===== config.mk =====
export PLATFORM = sky130hd
export DESIGN_NAME = sjf_schedule_timing_unit_flat
export DESIGN_NICKNAME = d
export VERILOG_FILES = /design/src/sjf_pkg.sv /design/src/sjf_if.sv /design/src/sjf_ctrl.sv /design/src/sjf_dp.sv /design/src/sjf_schedule_timing_unit.sv /design/src/flat_wrapper.sv
export SDC_FILE = /design/constraint.sdc
export NUM_CORES = 2
export LEC_CHECK = 0
export BUFFER_PORTS_ARGS = -buffer_cell sky130_fd_sc_hd__buf_2
export CORE_MARGIN = 4
export CORE_UTILIZATION = 50
export CTS_CLUSTER_SIZE = 12
export DETAILED_ROUTE_END_ITERATION = 16
export PLACE_DENSITY = 0.66
export SETUP_SLACK_MARGIN = 0.02
export SLEW_MARGIN = 20
export SYNTH_ARGS = -nofsm -noshare
export SYNTH_HDL_FRONTEND = slang
export SYNTH_HIERARCHICAL = 1
export SYNTH_SLANG_ARGS = --single-unit

===== constraint.sdc =====
create_clock -name clk -period 5.4 [get_ports clk]
set_clock_uncertainty 0.1 [all_clocks]
set_input_delay 0.54 -clock clk [delete_from_list [all_inputs] [get_ports clk]]
set_output_delay 0.54 -clock clk [all_outputs]
set_load 0.005 [all_outputs]

===== src/sjf_pkg.sv =====
// Shared types and constants for the shortest-job-first schedule timing unit.
// Used by the channel interfaces, the controller, the datapath and the top level.
`timescale 1ns / 1ps
`default_nettype none

package sjf_pkg;

    localparam int ID_W          = 8;
    localparam int TIME_W        = 16;
    localparam int CLK_W         = 22;
    localparam int MAX_PROCS_DEF = 32;

    typedef struct packed {
        logic [ID_W-1:0]   id;
        logic [TIME_W-1:0] arrival;
        logic [TIME_W-1:0] burst;
    } job_t;

    typedef struct packed {
        logic              is_idle;
        logic [ID_W-1:0]   job_id_res;
        logic [TIME_W-1:0] duration;
        logic [CLK_W-1:0]  completion;
        logic [CLK_W-1:0]  turnaround;
        logic [CLK_W-1:0]  waiting;
        logic              last_segment;
    } seg_t;

    typedef struct packed {
        logic load;
        logic scan_clear;
        logic scan_issue;
        logic emit;
        logic finish;
    } cmd_t;

    typedef struct packed {
        logic scan_last;
        logic run_done;
        logic out_busy;
    } stat_t;

    typedef enum logic [2:0] {
        ST_LOAD,
        ST_SCAN,
        ST_FLUSH,
        ST_DECIDE,
        ST_HOLD
    } state_t;

endpackage

`default_nettype wire


===== src/sjf_if.sv =====
// Valid/ready channel interfaces for job beats in and segment beats out.
// Depends on sjf_pkg for field widths.
`timescale 1ns / 1ps
`default_nettype none

interface sjf_job_if
    import sjf_pkg::*;
();
    logic              valid;
    logic              ready;
    logic [ID_W-1:0]   job_id;
    logic [TIME_W-1:0] arrival;
    logic [TIME_W-1:0] burst;
    logic              last_job;

    modport source (output valid, job_id, arrival, burst, last_job, input ready);
    modport sink   (input valid, job_id, arrival, burst, last_job, output ready);
endinterface

interface sjf_seg_if
    import sjf_pkg::*;
();
    logic              valid;
    logic              ready;
    logic              is_idle;
    logic [ID_W-1:0]   job_id_res;
    logic [TIME_W-1:0] duration;
    logic [CLK_W-1:0]  completion;
    logic [CLK_W-1:0]  turnaround;
    logic [CLK_W-1:0]  waiting;
    logic              last_segment;

    modport source (output valid, is_idle, job_id_res, duration, completion,
                    turnaround, waiting, last_segment, input ready);
    modport sink   (input valid, is_idle, job_id_res, duration, completion,
                    turnaround, waiting, last_segment, output ready);
endinterface

`default_nettype wire


===== src/sjf_ctrl.sv =====
// Controller state machine: sequences loading, table scans and segment output.
// Depends on sjf_pkg for the state, command and status types.
`timescale 1ns / 1ps
`default_nettype none

module sjf_ctrl
    import sjf_pkg::*;
(
    input  wire logic  clk,
    input  wire logic  rst_n,
    input  wire logic  in_valid,
    input  wire logic  in_last,
    output logic       in_ready,
    input  wire stat_t stat,
    output cmd_t       cmd
);

    state_t state_reg;
    state_t state_next;

    always_ff @(posedge clk or negedge rst_n)
    begin
        if (!rst_n)
        begin
            state_reg <= ST_LOAD;
        end
        else
        begin
            state_reg <= state_next;
        end
    end

    always_comb
    begin
        state_next = state_reg;
        unique case (state_reg)
            ST_LOAD:
            begin
                if (in_valid && in_last)
                begin
                    state_next = ST_SCAN;
                end
            end
            ST_SCAN:
            begin
                if (stat.scan_last)
                begin
                    state_next = ST_FLUSH;
                end
            end
            ST_FLUSH:  state_next = ST_DECIDE;
            ST_DECIDE: state_next = ST_HOLD;
            ST_HOLD:
            begin
                if (!stat.out_busy)
                begin
                    state_next = stat.run_done ? ST_LOAD : ST_SCAN;
                end
            end
            default:   state_next = ST_LOAD;
        endcase
    end

    always_comb
    begin
        cmd      = '0;
        in_ready = 1'b0;
        unique case (state_reg)
            ST_LOAD:
            begin
                in_ready       = 1'b1;
                cmd.load       = in_valid;
                cmd.scan_clear = in_valid && in_last;
            end
            ST_SCAN:
            begin
                cmd.scan_issue = 1'b1;
            end
            ST_FLUSH:
            begin
            end
            ST_DECIDE:
            begin
                cmd.emit = 1'b1;
            end
            ST_HOLD:
            begin
                cmd.finish     = !stat.out_busy && stat.run_done;
                cmd.scan_clear = !stat.out_busy && !stat.run_done;
            end
            default:
            begin
            end
        endcase
    end

endmodule

`default_nettype wire


===== src/sjf_dp.sv =====
// Datapath: job table memory, selection scan, run clock and segment output register.
// Depends on sjf_pkg for the job, segment, command and status types.
`timescale 1ns / 1ps
`default_nettype none

module sjf_dp
    import sjf_pkg::*;
#(
    parameter int MAX_PROCS = MAX_PROCS_DEF
)
(
    input  wire logic  clk,
    input  wire logic  rst_n,
    input  wire cmd_t  cmd,
    input  wire job_t  in_job,
    input  wire logic  out_ready,
    output stat_t      stat,
    output seg_t       out_seg,
    output logic       out_valid
);

    localparam int IDXW = (MAX_PROCS > 1) ? $clog2(MAX_PROCS) : 1;
    localparam int CNTW = $clog2(MAX_PROCS + 1);

    job_t                 table_mem [MAX_PROCS];
    job_t                 rd_reg;
    logic                 rd_valid_reg;
    logic [IDXW-1:0]      rd_idx_reg;
    logic [IDXW-1:0]      addr_reg;
    logic [CNTW-1:0]      count_reg;
    logic [CNTW-1:0]      done_reg;
    logic [MAX_PROCS-1:0] fin_reg;
    logic [CLK_W-1:0]     clock_reg;
    logic                 best_valid_reg;
    logic [IDXW-1:0]      best_idx_reg;
    job_t                 best_reg;
    logic [TIME_W-1:0]    min_arr_reg;
    seg_t                 out_reg;
    logic                 out_valid_reg;

    logic                 arrived;
    logic                 better;
    logic                 live;
    logic [CLK_W-1:0]     comp;
    logic [CNTW-1:0]      done_inc;
    logic [CNTW-1:0]      count_m1;

    assign live     = rd_valid_reg && !fin_reg[rd_idx_reg];
    assign arrived  = CLK_W'(rd_reg.arrival) <= clock_reg;
    assign better   = !best_valid_reg || (rd_reg.burst < best_reg.burst) ||
                      ((rd_reg.burst == best_reg.burst) &&
                       (rd_reg.arrival < best_reg.arrival));
    assign comp     = clock_reg + CLK_W'(best_reg.burst);
    assign done_inc = done_reg + 1'b1;
    assign count_m1 = count_reg - 1'b1;

    assign stat.scan_last = CNTW'(addr_reg) == count_m1;
    assign stat.run_done  = done_reg == count_reg;
    assign stat.out_busy  = out_valid_reg;
    assign out_seg        = out_reg;
    assign out_valid      = out_valid_reg;

    // Table memory: one write port for loading, one registered read port for the scan.
    always_ff @(posedge clk)
    begin
        if (cmd.load && (count_reg < CNTW'(MAX_PROCS)))
        begin
            table_mem[count_reg[IDXW-1:0]] <= in_job;
        end
        if (cmd.scan_issue)
        begin
            rd_reg <= table_mem[addr_reg];
        end
    end

    always_ff @(posedge clk or negedge rst_n)
    begin
        if (!rst_n)
        begin
            rd_valid_reg   <= 1'b0;
            rd_idx_reg     <= '0;
            addr_reg       <= '0;
            count_reg      <= '0;
            done_reg       <= '0;
            fin_reg        <= '0;
            clock_reg      <= '0;
            best_valid_reg <= 1'b0;
            best_idx_reg   <= '0;
            min_arr_reg    <= '1;
            out_valid_reg  <= 1'b0;
        end
        else
        begin
            rd_valid_reg <= cmd.scan_issue;
            rd_idx_reg   <= addr_reg;
            if (cmd.load && (count_reg < CNTW'(MAX_PROCS)))
            begin
                count_reg <= count_reg + 1'b1;
            end
            if (cmd.scan_clear)
            begin
                addr_reg       <= '0;
                best_valid_reg <= 1'b0;
                min_arr_reg    <= '1;
            end
            else if (cmd.scan_issue)
            begin
                addr_reg <= addr_reg + 1'b1;
            end
            if (live)
            begin
                if (rd_reg.arrival < min_arr_reg)
                begin
                    min_arr_reg <= rd_reg.arrival;
                end
                if (arrived && better)
                begin
                    best_valid_reg <= 1'b1;
                    best_idx_reg   <= rd_idx_reg;
                end
            end
            if (cmd.emit)
            begin
                out_valid_reg <= 1'b1;
                if (best_valid_reg)
                begin
                    clock_reg             <= comp;
                    fin_reg[best_idx_reg] <= 1'b1;
                    done_reg              <= done_inc;
                end
                else
                begin
                    clock_reg <= CLK_W'(min_arr_reg);
                end
            end
            else if (out_valid_reg && out_ready)
            begin
                out_valid_reg <= 1'b0;
            end
            if (cmd.finish)
            begin
                count_reg <= '0;
                done_reg  <= '0;
                fin_reg   <= '0;
                clock_reg <= '0;
            end
        end
    end

    always_ff @(posedge clk)
    begin
        if (live && arrived && better)
        begin
            best_reg <= rd_reg;
        end
        if (cmd.emit)
        begin
            if (best_valid_reg)
            begin
                out_reg.is_idle      <= 1'b0;
                out_reg.job_id_res   <= best_reg.id;
                out_reg.duration     <= best_reg.burst;
                out_reg.completion   <= comp;
                out_reg.turnaround   <= comp - CLK_W'(best_reg.arrival);
                out_reg.waiting      <= clock_reg - CLK_W'(best_reg.arrival);
                out_reg.last_segment <= done_inc == count_reg;
            end
            else
            begin
                out_reg.is_idle      <= 1'b1;
                out_reg.job_id_res   <= '0;
                out_reg.duration     <= min_arr_reg - clock_reg[TIME_W-1:0];
                out_reg.completion   <= CLK_W'(min_arr_reg);
                out_reg.turnaround   <= '0;
                out_reg.waiting      <= '0;
                out_reg.last_segment <= 1'b0;
            end
        end
    end

endmodule

`default_nettype wire


===== src/sjf_schedule_timing_unit.sv =====
// Non-preemptive shortest-job-first schedule timing unit: controller plus datapath.
// Loading accepts one job beat per cycle. Each segment needs a scan of the N loaded
// jobs through the single table read port, then the flush, decide and hold states and
// the wait for the segment beat to be taken; a run of N jobs emits up to 2 * N segments.
// After the last segment is taken the unit is ready for a new job set.
// Reset clears the job count, run clock and finished flags; table contents are not reset.
`timescale 1ns / 1ps
`default_nettype none

module sjf_schedule_timing_unit
    import sjf_pkg::*;
#(
    parameter int MAX_PROCS = MAX_PROCS_DEF
)
(
    input  wire logic  clk,
    input  wire logic  rst_n,
    sjf_job_if.sink    job,
    sjf_seg_if.source  seg
);

    cmd_t  cmd;
    stat_t stat;
    job_t  in_job;
    seg_t  out_seg;
    logic  out_valid;

    assign in_job.id      = job.job_id;
    assign in_job.arrival = job.arrival;
    assign in_job.burst   = job.burst;

    sjf_ctrl u_ctrl (
        .clk      (clk),
        .rst_n    (rst_n),
        .in_valid (job.valid),
        .in_last  (job.last_job),
        .in_ready (job.ready),
        .stat     (stat),
        .cmd      (cmd)
    );

    sjf_dp #(
        .MAX_PROCS (MAX_PROCS)
    ) u_dp (
        .clk       (clk),
        .rst_n     (rst_n),
        .cmd       (cmd),
        .in_job    (in_job),
        .out_ready (seg.ready),
        .stat      (stat),
        .out_seg   (out_seg),
        .out_valid (out_valid)
    );

    assign seg.valid        = out_valid;
    assign seg.is_idle      = out_seg.is_idle;
    assign seg.job_id_res   = out_seg.job_id_res;
    assign seg.duration     = out_seg.duration;
    assign seg.completion   = out_seg.completion;
    assign seg.turnaround   = out_seg.turnaround;
    assign seg.waiting      = out_seg.waiting;
    assign seg.last_segment = out_seg.last_segment;

    // No job beat is taken while a segment beat is still pending.
    assert property (@(posedge clk) disable iff (!rst_n) job.ready |-> !seg.valid)
        else $error("job accepted while segment pending");

    // A decision always presents a segment beat in the next cycle.
    assert property (@(posedge clk) disable iff (!rst_n) cmd.emit |=> seg.valid)
        else $error("decision without segment beat");

    // Loading happens only on an accepted job beat.
    assert property (@(posedge clk) disable iff (!rst_n)
        cmd.load |-> (job.valid && job.ready))
        else $error("table load without accepted beat");

endmodule

`default_nettype wire


===== src/flat_wrapper.sv =====
// flat-port wrapper written by rule: the top's interface ports become plain ports
module sjf_schedule_timing_unit_flat import sjf_pkg::*;
#(
    parameter int MAX_PROCS = MAX_PROCS_DEF
)
  (clk, rst_n, job_valid, job_job_id, job_arrival, job_burst, job_last_job, job_ready, seg_valid, seg_is_idle, seg_job_id_res, seg_duration, seg_completion, seg_turnaround, seg_waiting, seg_last_segment, seg_ready);
  sjf_job_if job_i ();
  sjf_seg_if seg_i ();
  input  wire logic clk;
  input  wire logic rst_n;
  input wire logic [$bits(job_i.valid)-1:0] job_valid;
  input wire logic [$bits(job_i.job_id)-1:0] job_job_id;
  input wire logic [$bits(job_i.arrival)-1:0] job_arrival;
  input wire logic [$bits(job_i.burst)-1:0] job_burst;
  input wire logic [$bits(job_i.last_job)-1:0] job_last_job;
  output wire logic [$bits(job_i.ready)-1:0] job_ready;
  output wire logic [$bits(seg_i.valid)-1:0] seg_valid;
  output wire logic [$bits(seg_i.is_idle)-1:0] seg_is_idle;
  output wire logic [$bits(seg_i.job_id_res)-1:0] seg_job_id_res;
  output wire logic [$bits(seg_i.duration)-1:0] seg_duration;
  output wire logic [$bits(seg_i.completion)-1:0] seg_completion;
  output wire logic [$bits(seg_i.turnaround)-1:0] seg_turnaround;
  output wire logic [$bits(seg_i.waiting)-1:0] seg_waiting;
  output wire logic [$bits(seg_i.last_segment)-1:0] seg_last_segment;
  input wire logic [$bits(seg_i.ready)-1:0] seg_ready;
  assign job_i.valid = job_valid;
  assign job_i.job_id = job_job_id;
  assign job_i.arrival = job_arrival;
  assign job_i.burst = job_burst;
  assign job_i.last_job = job_last_job;
  assign job_ready = job_i.ready;
  assign seg_valid = seg_i.valid;
  assign seg_is_idle = seg_i.is_idle;
  assign seg_job_id_res = seg_i.job_id_res;
  assign seg_duration = seg_i.duration;
  assign seg_completion = seg_i.completion;
  assign seg_turnaround = seg_i.turnaround;
  assign seg_waiting = seg_i.waiting;
  assign seg_last_segment = seg_i.last_segment;
  assign seg_i.ready = seg_ready;
  sjf_schedule_timing_unit #(.MAX_PROCS(MAX_PROCS)) u_core (.clk(clk), .rst_n(rst_n), .job(job_i), .seg(seg_i));
endmodule

==> results.sh <==
export IMPL_clk_path_buf_depth=3
export IMPL_maxCapViolations=0
export IMPL_synth_cell_area_mm2=0.0639
export IMPL_grt_pass1_wl_um=219000
export IMPL_ys_ff_latch=1555
export IMPL_status="complete, no violations"
export IMPL_tns_ps=0
export IMPL_fin_crit_ps=4850
export IMPL_place_area_mm2=0.0673
export IMPL_io_buffer_count=138
export IMPL_route_detailed_drc=0
export IMPL_grt_use_total=0.225
export IMPL_slowest_stage="dfrtp_1"
export IMPL_firstDrtPassIters=6
export IMPL_fin_nets=3695
export IMPL_design_power_total_mw=41.7
export IMPL_slew_violations=0
export IMPL_die_y_um=365
export IMPL_pin_count=139
export IMPL_yosysTopAreaCellShare=0.683
export IMPL_crit_buf_inv=1
export IMPL_grt_overflow_total=0
export IMPL_final_cells=5275
export IMPL_switching_share=0.333
export IMPL_synth_area_top_cells="edfxtp_1 (68%), mux4_2 (14%), dfrtp_1 (3.4%), ha_1 (2.6%), nor2_1 (1.1%)"
export IMPL_ff2ff_setup_slack_ps=550
export IMPL_syn_to_final_growth_pct=12.9
export IMPL_synthAdderAreaFrac=0.0271
export IMPL_max_slew_margin=0.266
export IMPL_fmax_mhz=206
export IMPL_yosysMostFrequentCell="edfxtp_1"
export IMPL_largest_reg_flops=1280
export IMPL_synth_xor_area_share=0.00974
export IMPL_comb_power_share=0.369
export IMPL_yosysUniqueCellTypes=74
export IMPL_seq_area_mm2=0.0462
export IMPL_die_w_um=365
export IMPL_p_clk_frac=0.246
export IMPL_synthSimpleGateAreaFrac=0.0336
export IMPL_cts_sink_count=1555
export IMPL_finalWirelength_um=148000
export IMPL_hpwl_um=90300
export IMPL_ys_top_cells_by_count="edfxtp_1 (1452), mux4_2 (402), nor2_1 (188), ha_1 (132), clkbuf_1 (108)"
export IMPL_post_cts_buffers=0
export IMPL_cp_start_kind="flop"
export IMPL_synth_net_count=3453
export IMPL_grtUsageMet2=0.372
export IMPL_setup_viol=0
export IMPL_busiest_layer="met2"
export IMPL_pwr_density_cell_mw_per_mm2=578
export IMPL_rsz0062_at_grt="no"
export IMPL_cts_tree="yes"
export IMPL_final_hold_violation_count=0
export IMPL_core_area_mm2=0.126
export IMPL_min_period_over_period=0.899
export IMPL_vdd_ir_drop_max_mv=0.280
export IMPL_rows=130
export IMPL_worstPathArrival_ps=5260
export IMPL_synth_flop_cell="edfxtp_1"
export IMPL_cp_max_fo=5
export IMPL_detail_route_wl_per_cell_um=28.0
export IMPL_power_switching_mw=13.9
export IMPL_multi_input_area_mm2=0.0170
export IMPL_path_class="reg2reg"
export IMPL_vias_per_cell=6.11
export IMPL_htree_levels=4
export IMPL_met3_usage=0.0423
export IMPL_endpoint_kind="flop"
export IMPL_path_clk_slew_ps=60
export IMPL_crit_path_frequent_cell="a21oi_1"
export IMPL_crit_family="compound AO/OA/AOI/OAI gates"
export IMPL_syn_instance_count=3272
export IMPL_insertion_delay_ps=770
export IMPL_cts_buffers=162
export IMPL_grt_pass1_vias=33199
export IMPL_cts_root_buf="clkbuf_16"
export IMPL_antenna_found_initial=13
export IMPL_synth_area_per_cell_um2=19.5
export IMPL_max_stage_delay_ps=440
export IMPL_p_int_mw=27.8
export IMPL_synth_compound_area_frac=0.0310
export IMPL_ys_warn_count=6
export IMPL_layout_setup_ws_ps=548
export IMPL_required_ps=5810
export IMPL_grt_max_degree=90
export IMPL_cellLeakagePower_nw=24.3
export IMPL_synth_top_cell_by_area="edfxtp_1"
export IMPL_muxShareOfSynthArea=0.160
export IMPL_initial_core_util=0.506
export IMPL_synth_top_family_by_area="multiplexers"
export IMPL_gp_congestion=0.893
export IMPL_drive_gt1_frac=0.264
export IMPL_max_slew_worst_pin_slew_ps=1100
export IMPL_ant_nets=0
export IMPL_min_path_type="in2reg"
export IMPL_fillCellCount=9303
export IMPL_drt_iter0_markers=3344
export IMPL_dieArea_mm2=0.134
export IMPL_yosysSeqAreaShare=0.723
export IMPL_p_seq_frac=0.385
export IMPL_dp_cells=4997
export IMPL_vias=32246
export IMPL_synth_edf_count=1452
export IMPL_final_area_mm2=0.0721
export IMPL_path_cells="ha_1 -> inv_1 -> fa_1 -> nand2b_1 -> a21o_1 -> a21oi_1 -> a21oi_1 -> o21ai_0 -> nand2_1 -> xnor2_1 -> ha_1 -> or3_1 -> o21ai_0 -> a21oi_1 -> nor4b_1 -> mux2_2"
export IMPL_ys_async_sr_fraction=0.0662
export IMPL_pre_cts_slack_ps=700
export IMPL_use_met1=0.309
[path summary, 6_finish.rpt]
kind | from | endpoint | cells past startpoint
min reg2reg | u_core/u_dp/rd_reg[36] | u_core/u_dp/best_reg[36] | 0
max | u_core/u_dp/clock_reg[0] | u_core/u_dp/out_seg[42] | 16
max in group asynchronous | rst_n | u_core/u_dp/addr_reg[2] | 3
min | job_last_job | u_core/u_ctrl/state_reg[0] | 4
min in group asynchronous | rst_n | u_core/u_dp/out_valid | 2
max reg2reg | u_core/u_dp/clock_reg[0] | u_core/u_dp/out_seg[42] | 16
[layer usage]
metal | vias to the layer above | wire (um)
met5 | - | 0
met3 | 226 | 9950
met4 | 0 | 3730
met2 | 1149 | 74000
li1 | 13780 | -
met1 | 17091 | 60200
[metrics by stage]
stage | util | hold slack (ps)
2_1_floorplan | - | 144
3_3_place_gp | 0.533 | 304
3_5_place_dp | 0.533 | 305
4_1_cts | 0.571 | 31.8
5_1_grt | 0.572 | 106
6_report | 0.572 | 86.5
[final cells by class]
| type | instances | area share |
|---|---|---|
| Sequential cell | 1555 | 0.641 |
| Inverter | 107 | 0.00557 |
| Antenna cell | 2 | 0.0000694 |
| Clock buffer | 220 | 0.0614 |
| Tap cell | 1650 | 0.0286 |
| Clock inverter | 53 | 0.00574 |
| Multi-Input combinational cell | 1469 | 0.236 |
| Timing Repair Buffer | 219 | 0.0225 |
[power groups by stage]
| stage | Clock (mW) | Combinational (mW) | Sequential [mW] |
|---|---|---|---|
| after floorplan | 0 | 11.2 | 15.6 |
| after global placement | 0 | 15.1 | 16.3 |
| after detailed placement | 0 | 15.3 | 16.3 |
| after CTS | 10.5 | 15.4 | 16.1 |
| after global routing | 11.0 | 16.8 | 16.2 |
| final | 10.3 | 15.4 | 16.1 |
[cells in the final DEF, fill, tap and decap left out, types with 26 or more instances in the layout]
| master | n |
|---|---|
| nor2_1 | 156 |
| xnor2_1 | 34 |
| mux2_2 | 58 |
| a21oi_1 | 103 |
| nand2_1 | 90 |
| dfrtp_1 | 81 |
| clkbuf_1 | 47 |
| inv_1 | 106 |
| nor3_1 | 31 |
| clkbuf_16 | 166 |
| buf_4 | 54 |
| nor2_4 | 32 |
| buf_2 | 137 |
| edfxtp_1 | 1452 |
| xor2_1 | 37 |
| ha_1 | 132 |
| mux4_2 | 402 |
| a21o_1 | 36 |
| mux2i_1 | 35 |
| nand3_1 | 26 |
| o21ai_0 | 53 |
[worst reg2reg max path: stages (launching register included)]
cell and delay (ps):
dfrtp_1 440, ha_1 240, inv_1 70, fa_1 410, nand2b_1 190, a21o_1 180
a21oi_1 420, a21oi_1 170, o21ai_0 350, nand2_1 130, xnor2_1 140, ha_1 350
or3_1 350, o21ai_0 100, a21oi_1 140, nor4b_1 430, mux2_2 390
[logic make-up after synthesis]
logic type | Yosys count
flops | 1555
mux | 502
simple gates | 458
compound gates | 302
buf+inv | 248
fa+ha+maj | 136
xor+xnor | 71
[repair_timing]
action                     in CTS  in global routing
hold buffers                    2                  0
setup endpoints to repair       0                  0
hold endpoints to repair       49                  0
resized for setup               0                  0
No activity file was read; power rests on OpenSTA's default activity.
